[config.mk]
export PLATFORM = sky130hd
export DESIGN_NAME = rate_string_parser
export DESIGN_NICKNAME = d
export VERILOG_FILES = /design/src/rtl/rsp_pkg.sv /design/src/rtl/rsp_scale.sv /design/src/rtl/rate_string_parser.sv
export SDC_FILE = /design/constraint.sdc
export NUM_CORES = 1
export LEC_CHECK = 0
export ABC_AREA = 1
export BUFFER_PORTS_ARGS = -buffer_cell sky130_fd_sc_hd__buf_4
export CAP_MARGIN = 20
export CORE_MARGIN = 1
export CORE_UTILIZATION = 60
export DETAILED_ROUTE_END_ITERATION = 8
export PLACE_DENSITY = 0.86
export SYNTH_ARGS = -nofsm -noshare
export SYNTH_HDL_FRONTEND = slang
export SYNTH_HIERARCHICAL = 1
export SYNTH_SLANG_ARGS = --single-unit
[constraint.sdc]
create_clock -name clk -period 9.05 [get_ports clk]
set_input_delay 1.81 -clock clk [delete_from_list [all_inputs] [get_ports clk]]
set_output_delay 1.81 -clock clk [all_outputs]
set_load 0.02 [all_outputs]
[src/rtl/rsp_pkg.sv]
// Shared types, phase codes and helpers for the rate string parser.
// No dependencies; used by rsp_scale and rate_string_parser.
package rsp_pkg;

  localparam int unsigned RateW  = 64;
  localparam int unsigned PowerW = 3;
  localparam int unsigned AccExtW = RateW + 4;

  typedef enum logic [10:0] {
    PH_WS      = 11'b000_0000_0001,
    PH_SIGN    = 11'b000_0000_0010,
    PH_DIGITS  = 11'b000_0000_0100,
    PH_LETTERS = 11'b000_0000_1000,
    PH_BYTE1   = 11'b000_0001_0000,
    PH_BYTE2   = 11'b000_0010_0000,
    PH_BYTE3   = 11'b000_0100_0000,
    PH_BIT1    = 11'b000_1000_0000,
    PH_BIT2    = 11'b001_0000_0000,
    PH_BIT3    = 11'b010_0000_0000,
    PH_ERR     = 11'b100_0000_0000
  } phase_t;

  // scaler load request from the parser
  typedef struct packed {
    logic              restart;
    logic [PowerW-1:0] power;
    logic              binary;
    logic [RateW-1:0]  value;
  } scl_ctl_t;

  // scaler status back to the parser
  typedef struct packed {
    logic [PowerW-1:0] steps_left;
    logic [RateW-1:0]  value;
  } scl_sts_t;

  // x * 1024 or x * 1000 (= 1024 - 16 - 8), modulo 2^64
  function automatic logic [RateW-1:0] mul_base(input logic [RateW-1:0] x,
                                                input logic binary);
    logic [RateW-1:0] x1024;
    x1024 = x << 10;
    if (binary) begin
      return x1024;
    end
    return x1024 - (x << 4) - (x << 3);
  endfunction

  function automatic logic is_space(input logic [7:0] c);
    return (c == 8'h20) || ((c >= 8'h09) && (c <= 8'h0D));
  endfunction

  function automatic logic is_digit(input logic [7:0] c);
    return (c >= "0") && (c <= "9");
  endfunction

endpackage

[src/rtl/rsp_scale.sv]
// Unit scaler: multiplies the parsed value by 1000 or 1024 once per cycle
// until the requested power is used up. Depends on rsp_pkg.
module rsp_scale (
  input  logic              clk,
  input  logic              rst_n,
  input  rsp_pkg::scl_ctl_t ctl,
  output rsp_pkg::scl_sts_t sts
);
  import rsp_pkg::*;

  logic [RateW-1:0]  scaled_r;
  logic [PowerW-1:0] cnt_r;
  logic              bin_r;
  logic [RateW-1:0]  stepped;

  assign stepped = mul_base(scaled_r, bin_r);

  always_ff @(posedge clk) begin
    if (!rst_n) begin
      cnt_r <= '0;
    end else if (ctl.restart) begin
      cnt_r <= ctl.power;
    end else if (cnt_r != '0) begin
      cnt_r <= cnt_r - PowerW'(1);
    end
  end

  always_ff @(posedge clk) begin
    if (ctl.restart) begin
      scaled_r <= ctl.value;
      bin_r    <= ctl.binary;
    end else if (cnt_r != '0) begin
      scaled_r <= stepped;
    end
  end

  // last pending step is folded into the read
  assign sts.steps_left = cnt_r;
  assign sts.value      = (cnt_r != '0) ? stepped : scaled_r;

  a_cnt_range: assert property (@(posedge clk) disable iff (!rst_n)
    cnt_r <= PowerW'(4)) else $error("scaler step count out of range");

  a_load: assert property (@(posedge clk) disable iff (!rst_n)
    ctl.restart |=> cnt_r == $past(ctl.power)) else $error("scaler load lost");

  a_count_down: assert property (@(posedge clk) disable iff (!rst_n)
    (!ctl.restart && cnt_r != '0) |=> cnt_r == $past(cnt_r) - PowerW'(1))
    else $error("scaler did not advance");

endmodule

[src/rtl/rate_string_parser.sv]
// Top level of the rate string parser: character decoder, digit accumulator
// and result register. Depends on rsp_pkg and rsp_scale.

// Takes one character per cycle on the in_ stream; every zero byte ends a
// string and yields one result on the out_ stream, status on out_tuser and the
// rate in bytes per second on out_tdata (0 when malformed). Characters are
// taken back to back; only a full result register that is not being drained
// holds off input. The unit multiplier works in the background, one factor
// of 1000 or 1024 per cycle, and the suffix is always long enough for it to
// finish before the terminator arrives.
module rate_string_parser (
  input  logic        clk,
  input  logic        rst_n,
  input  logic        in_tvalid,
  output logic        in_tready,
  input  logic [7:0]  in_tdata,   // [7:0] char_code
  output logic        out_tvalid,
  input  logic        out_tready,
  output logic [0:0]  out_tuser,  // [0] status
  output logic [63:0] out_tdata   // [63:0] rate_bytes
);
  import rsp_pkg::*;

  phase_t             phase_r, phase_nxt;
  logic [RateW-1:0]   acc_r, acc_nxt;
  logic               ovf_r, ovf_nxt;
  logic               neg_r, neg_nxt;
  logic [PowerW-1:0]  pow_r, pow_nxt;
  logic               bin_r, bin_nxt;
  logic               byte_r, byte_nxt;

  logic               out_tvalid_r;
  logic               out_status_r;
  logic [RateW-1:0]   out_rate_r;

  logic [7:0]         ch;
  logic               in_acc;
  logic               term;
  logic [AccExtW-1:0] prod;
  logic [RateW-1:0]   signed_val;
  logic [RateW-1:0]   final_val;
  logic               ok;
  logic               unit_letter;
  scl_ctl_t           scl_ctl;
  scl_sts_t           scl_sts;

  assign ch        = in_tdata;
  assign in_tready = !out_tvalid_r || out_tready;
  assign in_acc    = in_tvalid && in_tready;
  assign term      = (ch == 8'h00);

  assign prod = ({4'b0, acc_r} << 3) + ({4'b0, acc_r} << 1) +
                AccExtW'(ch - "0");
  assign signed_val = ovf_r ? '1 : (neg_r ? (RateW'(0) - acc_r) : acc_r);

  always_comb begin
    phase_nxt   = phase_r;
    acc_nxt     = acc_r;
    ovf_nxt     = ovf_r;
    neg_nxt     = neg_r;
    pow_nxt     = pow_r;
    bin_nxt     = bin_r;
    byte_nxt    = byte_r;
    unit_letter = 1'b0;

    if (is_digit(ch) && !ovf_r &&
        (phase_r == PH_WS || phase_r == PH_SIGN || phase_r == PH_DIGITS)) begin
      if (prod[AccExtW-1:RateW] != '0) begin
        ovf_nxt = 1'b1;
        acc_nxt = '1;
      end else begin
        acc_nxt = prod[RateW-1:0];
      end
    end

    case (phase_r)
      PH_WS: begin
        if (is_space(ch)) begin
          phase_nxt = PH_WS;
        end else if (ch == "+" || ch == "-") begin
          neg_nxt   = (ch == "-");
          phase_nxt = PH_SIGN;
        end else if (is_digit(ch)) begin
          phase_nxt = PH_DIGITS;
        end else begin
          phase_nxt = PH_ERR;
        end
      end
      PH_SIGN: begin
        phase_nxt = is_digit(ch) ? PH_DIGITS : PH_ERR;
      end
      PH_DIGITS, PH_LETTERS: begin
        if (phase_r == PH_DIGITS && is_digit(ch)) begin
          phase_nxt = PH_DIGITS;
        end else begin
          case (ch)
            "k", "K": begin
              pow_nxt = PowerW'(1); phase_nxt = PH_LETTERS; unit_letter = 1'b1;
            end
            "m", "M": begin
              pow_nxt = PowerW'(2); phase_nxt = PH_LETTERS; unit_letter = 1'b1;
            end
            "g", "G": begin
              pow_nxt = PowerW'(3); phase_nxt = PH_LETTERS; unit_letter = 1'b1;
            end
            "t", "T": begin
              pow_nxt = PowerW'(4); phase_nxt = PH_LETTERS; unit_letter = 1'b1;
            end
            "i", "I": begin
              if (pow_r == '0) begin
                phase_nxt = PH_ERR;
              end else begin
                bin_nxt     = 1'b1;
                phase_nxt   = PH_LETTERS;
                unit_letter = 1'b1;
              end
            end
            "B": phase_nxt = PH_BYTE1;
            "b": phase_nxt = PH_BIT1;
            default: phase_nxt = PH_ERR;
          endcase
        end
      end
      PH_BYTE1: phase_nxt = (ch == "p") ? PH_BYTE2 : PH_ERR;
      PH_BYTE2: begin
        if (ch == "s") begin
          byte_nxt  = 1'b1;
          phase_nxt = PH_BYTE3;
        end else begin
          phase_nxt = PH_ERR;
        end
      end
      PH_BIT1: phase_nxt = (ch == "i") ? PH_BIT2 : PH_ERR;
      PH_BIT2: phase_nxt = (ch == "t") ? PH_BIT3 : PH_ERR;
      default: phase_nxt = PH_ERR;
    endcase
  end

  // reload the scaler whenever the digits end or the unit changes
  assign scl_ctl.restart = in_acc && !term &&
                           ((phase_r == PH_DIGITS && !is_digit(ch)) || unit_letter);
  assign scl_ctl.power   = pow_nxt;
  assign scl_ctl.binary  = bin_nxt;
  assign scl_ctl.value   = signed_val;

  rsp_scale u_scale (
    .clk  (clk),
    .rst_n(rst_n),
    .ctl  (scl_ctl),
    .sts  (scl_sts)
  );

  assign ok        = (phase_r == PH_DIGITS) || (phase_r == PH_BYTE3) ||
                     (phase_r == PH_BIT3);
  assign final_val = (phase_r == PH_DIGITS) ? signed_val : scl_sts.value;

  always_ff @(posedge clk) begin
    if (!rst_n || (in_acc && term)) begin
      phase_r <= PH_WS;
      acc_r   <= '0;
      ovf_r   <= 1'b0;
      neg_r   <= 1'b0;
      pow_r   <= '0;
      bin_r   <= 1'b0;
      byte_r  <= 1'b0;
    end else if (in_acc) begin
      phase_r <= phase_nxt;
      acc_r   <= acc_nxt;
      ovf_r   <= ovf_nxt;
      neg_r   <= neg_nxt;
      pow_r   <= pow_nxt;
      bin_r   <= bin_nxt;
      byte_r  <= byte_nxt;
    end
  end

  always_ff @(posedge clk) begin
    if (!rst_n) begin
      out_tvalid_r <= 1'b0;
    end else if (in_acc && term) begin
      out_tvalid_r <= 1'b1;
    end else if (out_tready) begin
      out_tvalid_r <= 1'b0;
    end
  end

  always_ff @(posedge clk) begin
    if (in_acc && term) begin
      out_status_r <= !ok;
      out_rate_r   <= !ok ? '0 : (byte_r ? final_val : (final_val >> 3));
    end
  end

  assign out_tvalid = out_tvalid_r;
  assign out_tuser  = out_status_r;
  assign out_tdata  = out_rate_r;

  a_scale_done: assert property (@(posedge clk) disable iff (!rst_n)
    (in_acc && term && (phase_r == PH_BYTE3 || phase_r == PH_BIT3))
      |-> scl_sts.steps_left <= PowerW'(1))
    else $error("unit scaling unfinished at terminator");

  a_restart_phase: assert property (@(posedge clk) disable iff (!rst_n)
    (in_acc && term) |=> (phase_r == PH_WS && pow_r == '0 && !ovf_r))
    else $error("parser state not cleared after terminator");

  a_err_zero: assert property (@(posedge clk) disable iff (!rst_n)
    (out_tvalid && out_tuser[0]) |-> out_tdata == '0)
    else $error("malformed string with nonzero rate");

endmodule
==> flow_metrics.tcl, run 1 <==
set metrics [dict create \
    crit_type "in2reg" \
    cell_type_contributing_the_most_total_cell_area_after_synthesis "sky130_fd_sc_hd__nand2_1" \
    cts_tree "done" \
    met2_wire_length_um 41900 \
    grt_pass1_vias 27400 \
    grt_setup_unrepaired "no" \
    count_of_state_elements_after_synthesis 216 \
    dr_total_vias 29100 \
    finalWeightedCongestion 1.09 \
    fp-row-count 77 \
    hold_path.class "reg2reg" \
    die-width_um 214 \
    total_drc_errors_in_the_routed_layout 0 \
    wl_um 92800 \
    required_ns 9.48 \
    drive_above_1_share_pct 6.42 \
    filler_cell_count 4263 \
    synth_flop_cell "sky130_fd_sc_hd__dfxtp_1" \
    drv_slew 0 \
    portBuffers 78 \
    seq_area_sq_um 4990 \
    wl_met3_um 8460 \
    yosys.cell_types.count 50 \
    drtIter0Drc 3409 \
    synthCells 4523 \
    post_cts.repair.setup_buffers 0 \
    timing.final.hold_violations 0 \
    total_power_mw 11.8 \
    grt_pass1_wl_um 146000 \
    run_status "finished, final reports clean" \
    cts-buffers-inserted 23 \
    layout_min_cycle_time_ns 6.48 \
    initial_core_util_pct 60.9 \
    setup_violations 0 \
    dr.pass1.iters 9 \
    final_antenna_net_count 0 \
    clock_latency_ns 0.56 \
    antennaDiodeCount 0 \
    grt_antenna_before_repair 1 \
    clock-skew-final_ns 0.0358 \
    area_of_the_multi_input_gates_sq_um 18600 \
    post_cts_resized 0 \
    drt-met1-wl_um 37700 \
    clkSinkCount 216 \
    tightestPinTransition_ns 1.01 \
    die_height_um 214 \
    synth.area.top_cells "sky130_fd_sc_hd__nand2_1 (21%), sky130_fd_sc_hd__dfxtp_1 (11%), sky130_fd_sc_hd__inv_1 (10%), sky130_fd_sc_hd__fa_1 (8.6%), sky130_fd_sc_hd__edfxtp_1 (7.4%)" \
    layout_commonest_cell "sky130_fd_sc_hd__nand2_1" \
    post-synth-top-area-fraction_pct 21.2 \
    synth.yosys.seq_area_share_pct 18.5 \
    drv_cap 0 \
    highest_layer "met4" \
    num-nets-final 4806 \
    clock_path_buffers 3 \
    top_level_ports 79 \
    pin_count_of_the_biggest_net_entering_global_routing 80 \
    die_area_sq_um 45700 \
    detail_route.wl_per_cell_um 18.1 \
    syn-num-nets 4795 \
    maxClockFrequency_mhz 154 \
    place.detailed.hpwl_um 76100 \
    globalRouteOverflowTotal 0 \
    synth_enable_flop_cells 66 \
    htree_num_levels 1 \
    hold_buffers 0 \
    synth_area_sq_um 26900 \
    part_of_the_cycle_the_worst_path_needs_pct 71.6 \
    regToRegStartpoint "acc_r[2]" \
    holdCritStartpoint "phase_r[6]" \
    finalSetupTns_ns 0 \
    yosys_warnings 6 \
    clock_pin_slew_worst_setup_and_hold_paths_ns 0.06 \
    gr-usage-all-layers_pct 41.0 \
    crit_arrival_ns 6.91 \
    timing.slew.headroom_pct 32.9 \
    number_of_cells_after_detailed_placement 5100 \
    synthToLayoutAreaGrowth_pct 6.72 \
    setup.worst_path.start_class "input pin" \
    power.density_cell_area_nw_per_um2 411 \
    post_layout_nonfiller_instances 5143 \
    worstSetupEndpointType "register" \
    postSynth.asyncResetShare_pct 0 \
    routed_via_count_divided_by_cell_count 5.66 \
    core_area_sq_um 44200 \
    leakagePower_nw 15.7 \
    final_cell_mix "sky130_fd_sc_hd__nand2_1 (1522), sky130_fd_sc_hd__inv_1 (749), sky130_fd_sc_hd__nor2_1 (420)" \
    cts_root_buffer "sky130_fd_sc_hd__clkbuf_16" \
    cp-startpoint "in_tdata[4]" \
    vdd.ir_drop.worst_v 0.000356 \
    path_max_fanout 59 \
    synth.avg_cell_area_sq_um 5.96 \
]
-- flip-flops by register name, indices dropped and copies added (netlist names) --
signal            cells
bin_r                 1
acc_r                64
out_tdata            64
u_scale/bin_r         1
ovf_r                 1
neg_r                 1
u_scale/cnt_r         3
u_scale/scaled_r     64
pow_r                 3
out_tuser             1
byte_r                1
out_tvalid            1
phase_r              11
-- critical path, stage by stage --
cell and delay, ns:
sky130_fd_sc_hd__buf_4 0.13, sky130_fd_sc_hd__ha_1 0.28, sky130_fd_sc_hd__nor2_4 0.12, sky130_fd_sc_hd__buf_4 0.71, sky130_fd_sc_hd__fa_1 0.58, sky130_fd_sc_hd__ha_1 0.37, sky130_fd_sc_hd__inv_1 0.09, sky130_fd_sc_hd__o21ai_0 0.14
sky130_fd_sc_hd__a21boi_0 0.34, sky130_fd_sc_hd__nand2_1 0.13, sky130_fd_sc_hd__nand2_1 0.07, sky130_fd_sc_hd__nand2_1 0.07, sky130_fd_sc_hd__a21oi_1 0.16, sky130_fd_sc_hd__nand2_1 0.07, sky130_fd_sc_hd__nand2_1 0.05, sky130_fd_sc_hd__nand2_1 0.05
sky130_fd_sc_hd__nor2_2 0.07, sky130_fd_sc_hd__buf_4 0.27, sky130_fd_sc_hd__nand2_1 0.48, sky130_fd_sc_hd__inv_2 0.54, sky130_fd_sc_hd__nand2_1 0.11, sky130_fd_sc_hd__nand2_1 0.08, sky130_fd_sc_hd__inv_1 0.04
-- path summary, 6_finish.rpt --
kind	endpoint	slack, ns	cells after the start
setup / recovery	acc_r[43]	2.57	23
hold / removal	phase_r[6]	0.50	2
setup reg to reg	acc_r[43]	4.32	22
hold reg to reg	phase_r[6]	0.50	2
-- metrics by stage --
stage | setup slack [ns] | instance area (sq um) | util [%] | hold slack, ns
2_1_floorplan | 0.911 | 26900 | - | 0.443
3_5_place_dp | 2.08 | 28000 | 63.2 | 0.491
5_1_grt | 2.19 | 28700 | 65.0 | 0.526
6_report | 2.57 | 28700 | 65.0 | 0.497
3_3_place_gp | 2.16 | 28000 | 63.2 | 0.464
4_1_cts | 2.62 | 28700 | 65.0 | 0.500
-- final cells by class --
class	instances	area share, %
tap	592	2.58
clock buffer	31	2.16
timing repair buffer	99	2.63
multi-input combinational	3416	64.6
sequential	216	17.3
inverter	778	10.2
clock inverter	11	0.518
-- cell families after synthesis --
kind of cell	after synthesis	synth area share, %
flops	216	18.5
fa+ha+maj	260	15.3
compound gates	543	10.9
buf+inv	891	12.7
xor+xnor	85	2.76
mux	18	0.669
simple gates	2510	39.2
-- per-layer routing --
| layer | global-route usage, % | vias up |
|---|---|---|
| met5 | 0 | - |
| met4 | 19.8 | 0 |
| met3 | 5.43 | 244 |
| met2 | 66.7 | 1465 |
| met1 | 53.6 | 13200 |
| li1 | - | 14200 |
-- power by group --
part / switching (mW) / leakage (nW) / internal, mW
logic: 6.42 / 13.5 / 3.07
registers: 0.155 / 1.83 / 1.16
clock network: 0.417 / 0.377 / 0.572
-- cell usage after synthesis, types with 24 or more instances --
| master | instances |
|---|---|
| sky130_fd_sc_hd__o22ai_1 | 24 |
| sky130_fd_sc_hd__o21ai_0 | 160 |
| sky130_fd_sc_hd__nand2_2 | 30 |
| sky130_fd_sc_hd__fa_1 | 116 |
| sky130_fd_sc_hd__inv_2 | 24 |
| sky130_fd_sc_hd__nand3_1 | 284 |
| sky130_fd_sc_hd__a21oi_1 | 276 |
| sky130_fd_sc_hd__or2_2 | 38 |
| sky130_fd_sc_hd__nor3_1 | 48 |
| sky130_fd_sc_hd__inv_1 | 750 |
| sky130_fd_sc_hd__nor2_1 | 425 |
| sky130_fd_sc_hd__xor2_1 | 50 |
| sky130_fd_sc_hd__xnor2_1 | 35 |
| sky130_fd_sc_hd__ha_1 | 144 |
| sky130_fd_sc_hd__dfxtp_1 | 150 |
| sky130_fd_sc_hd__nand2_1 | 1522 |
| sky130_fd_sc_hd__edfxtp_1 | 66 |
| sky130_fd_sc_hd__clkbuf_1 | 63 |
| sky130_fd_sc_hd__nand4_1 | 88 |
Power figures use the tool's default switching activity.
==> run 2: changes to the inputs <==
--- a/config.mk
+++ b/config.mk
@@ -9,9 +9,9 @@
 export BUFFER_PORTS_ARGS = -buffer_cell sky130_fd_sc_hd__buf_4
 export CAP_MARGIN = 20
 export CORE_MARGIN = 1
-export CORE_UTILIZATION = 60
+export CORE_UTILIZATION = 59
 export DETAILED_ROUTE_END_ITERATION = 8
-export PLACE_DENSITY = 0.86
+export PLACE_DENSITY = 0.88
 export SYNTH_ARGS = -nofsm -noshare
 export SYNTH_HDL_FRONTEND = slang
 export SYNTH_HIERARCHICAL = 1
==> constraint.sdc (replaced) <==
create_clock -name clk -period 5.3 [get_ports clk]
set_input_delay 1.06 -clock clk [delete_from_list [all_inputs] [get_ports clk]]
set_output_delay 1.06 -clock clk [all_outputs]
set_load 0.02 [all_outputs]
==> run 2 against run 1 <==
Effect of this change:
- final cell count is 0.12% higher
- sequential share of layout area about the same
- die area increased by 1.7%
- clock skew increased by 0.0072 ns
- critical path depth stayed put
- clock-buffer cell count increased by 3
- worst hold slack lost 0.020 ns
- critical path type unchanged
- critical endpoint is now acc_r[29]
- highest routed layer unchanged
==> flow_metrics.tcl, run 2 (same netlist as run 1, synthesis figures left out) <==
set metrics [dict create \
    run_status "finished, final reports clean" \
    leakagePower_nw 15.7 \
    top_level_ports 79 \
    cts-buffers-inserted 23 \
    hold_path.class "reg2reg" \
    timing.critical_path.depth 23 \
    crit_path_frequent_cell "sky130_fd_sc_hd__nand2_1" \
    crit_type "in2reg" \
    maxClockFrequency_mhz 222 \
    initial_core_util_pct 60.4 \
    worstSetupEndpointType "register" \
    timing.critical_path.buf_inv 5 \
    grt_pass1_vias 27100 \
    layout_min_cycle_time_ns 4.50 \
    clock_latency_ns 0.56 \
    slowest_cell_on_the_critical_path "sky130_fd_sc_hd__fa_1" \
    grt_antenna_before_repair 0 \
    drv_slew 0 \
    finalWeightedCongestion 1.05 \
    required_ns 5.75 \
    num-nets-final 4812 \
    pin_count_of_the_biggest_net_entering_global_routing 74 \
    grt_pass1_wl_um 143000 \
    final_antenna_net_count 0 \
    holdCritStartpoint "u_scale/cnt_r[1]" \
    part_of_the_cycle_the_worst_path_needs_pct 84.8 \
    wl_um 90900 \
    drtIter0Drc 3047 \
    clock_pin_slew_worst_setup_and_hold_paths_ns 0.06 \
    routed_via_count_divided_by_cell_count 5.59 \
    vdd.ir_drop.worst_v 0.000734 \
    portBuffers 78 \
    final_cell_mix "sky130_fd_sc_hd__nand2_1 (1522), sky130_fd_sc_hd__inv_1 (748), sky130_fd_sc_hd__nor2_1 (420)" \
    cts_tree "done" \
    die_area_sq_um 46500 \
    crit_path_cell_trace "buf_4 -> ha_1 -> nor2_4 -> buf_12 -> buf_12 -> fa_1 -> ha_1 -> a21oi_1 -> nor2_1 -> o21ai_0 -> nand2_1 -> nand2_1 -> nand2_1 -> a21oi_1 -> nand2_1 -> nand2_1 -> nand2_1 -> nor2_2 -> nand2_1 -> inv_2 -> nand2_1 -> nand2_1 -> inv_1" \
    worst_r2r_path_depth 18 \
    post_placement_setup_slack_ns 0.330 \
    final.setup.worst_slack_ns 0.803 \
    die_height_um 216 \
    filler_cell_count 4347 \
    gr-usage-all-layers_pct 38.8 \
    htree_num_levels 1 \
    grt_setup_unrepaired "no" \
    globalRouteOverflowTotal 0 \
    core_area_sq_um 44600 \
    cp-startpoint "in_tdata[4]" \
    total_power_mw 20.1 \
    antennaDiodeCount 0 \
    dr.pass1.iters 6 \
    cts_root_buffer "sky130_fd_sc_hd__clkbuf_16" \
    timing.slew.headroom_pct 28.0 \
    synthToLayoutAreaGrowth_pct 6.74 \
    drive_above_1_share_pct 6.58 \
    path_max_fanout 30 \
    clkSinkCount 216 \
    finalSetupTns_ns 0 \
    timing.final.hold_violations 0 \
    power.density_cell_area_nw_per_um2 699 \
    timing.critical_path.slowest_cell_delay_ns 0.46 \
    clock_path_buffers 3 \
    hold_buffers 0 \
    area_of_the_multi_input_gates_sq_um 18600 \
    hold_path_depth 2 \
    setup.worst_path.start_class "input pin" \
    detail_route.wl_per_cell_um 17.7 \
    place.detailed.hpwl_um 75200 \
    setup_violations 0 \
    post_cts.repair.setup_buffers 0 \
    regToRegStartpoint "u_scale/scaled_r[0]" \
    die-width_um 216 \
    tightestPinTransition_ns 1.08 \
    dr_total_vias 28800 \
    post_cts_resized 0 \
    crit_arrival_ns 4.95 \
    clock-skew-final_ns 0.0431 \
    seq_area_sq_um 4990 \
    fin_hold_ws_ns 0.477 \
    total_drc_errors_in_the_routed_layout 0 \
    worst_path_dominant_cell_family "adder cells" \
    fp-row-count 77 \
    drv_cap 0 \
    layout_commonest_cell "sky130_fd_sc_hd__nand2_1" \
]
run 2: cell count changes in the layout (fill, tap and decap cells not counted), sizes merged:
cell and change:
buf +6, bufinv -3, clkbuf +3, clkinv -1, clkinvlp -1, inv +2
run 2: stage by stage:
step	instances	cell area (sq um)	utilization, %
final	5149	28800	64.5
after global routing	5149	28800	64.5
after CTS	5149	28800	64.5
after detailed placement	5107	28000	62.9
after global placement	5107	28000	62.9
after floorplan	4523	26900	-
run 2: final timing paths:
kind	to	slack [ns]
min	u_scale/cnt_r[1]	0.48
max reg2reg	out_tdata[41]	1.30
min reg2reg	u_scale/cnt_r[1]	0.48
max	acc_r[29]	0.80
run 2: layout make-up:
type                            count  share of cell area (%)
Sequential cell                   216                    17.3
Tap cell                          592                    2.58
Clock buffer                       34                    2.32
Clock inverter                      8                   0.178
Inverter                          778                    10.2
Timing Repair Buffer              105                    2.83
Multi-Input combinational cell   3416                    64.6
run 2: routing by layer:
metal / GRT usage (%) / share of wire [%] / up-vias
met5: 0 / 0 / -
met4: 16.1 / 4.5 / 0
met2: 63.5 / 45 / 1317
met1: 51.5 / 42 / 13000
met3: 4.85 / 8.3 / 221
li1: - / - / 14300
run 2: where the power goes:
| part | leakage, nW | internal (mW) | switching [mW] | total (mW) |
|---|---|---|---|---|
| Sequential | 1.83 | 1.99 | 0.251 | 2.24 |
| Combinational | 13.5 | 5.26 | 11.0 | 16.3 |
| Clock | 0.361 | 0.875 | 0.688 | 1.56 |
| Total | 15.7 | 8.12 | 12.0 | 20.1 |
run 2: worst min-delay path: cells and delay by family, from the launching register on:
| family | cells | cell delay (ns) |
|---|---|---|
| flip-flops | 1 | 0.31 |
| AO/OA/AOI/OAI | 1 | 0.07 |
| AND/OR/NAND/NOR | 1 | 0.06 |
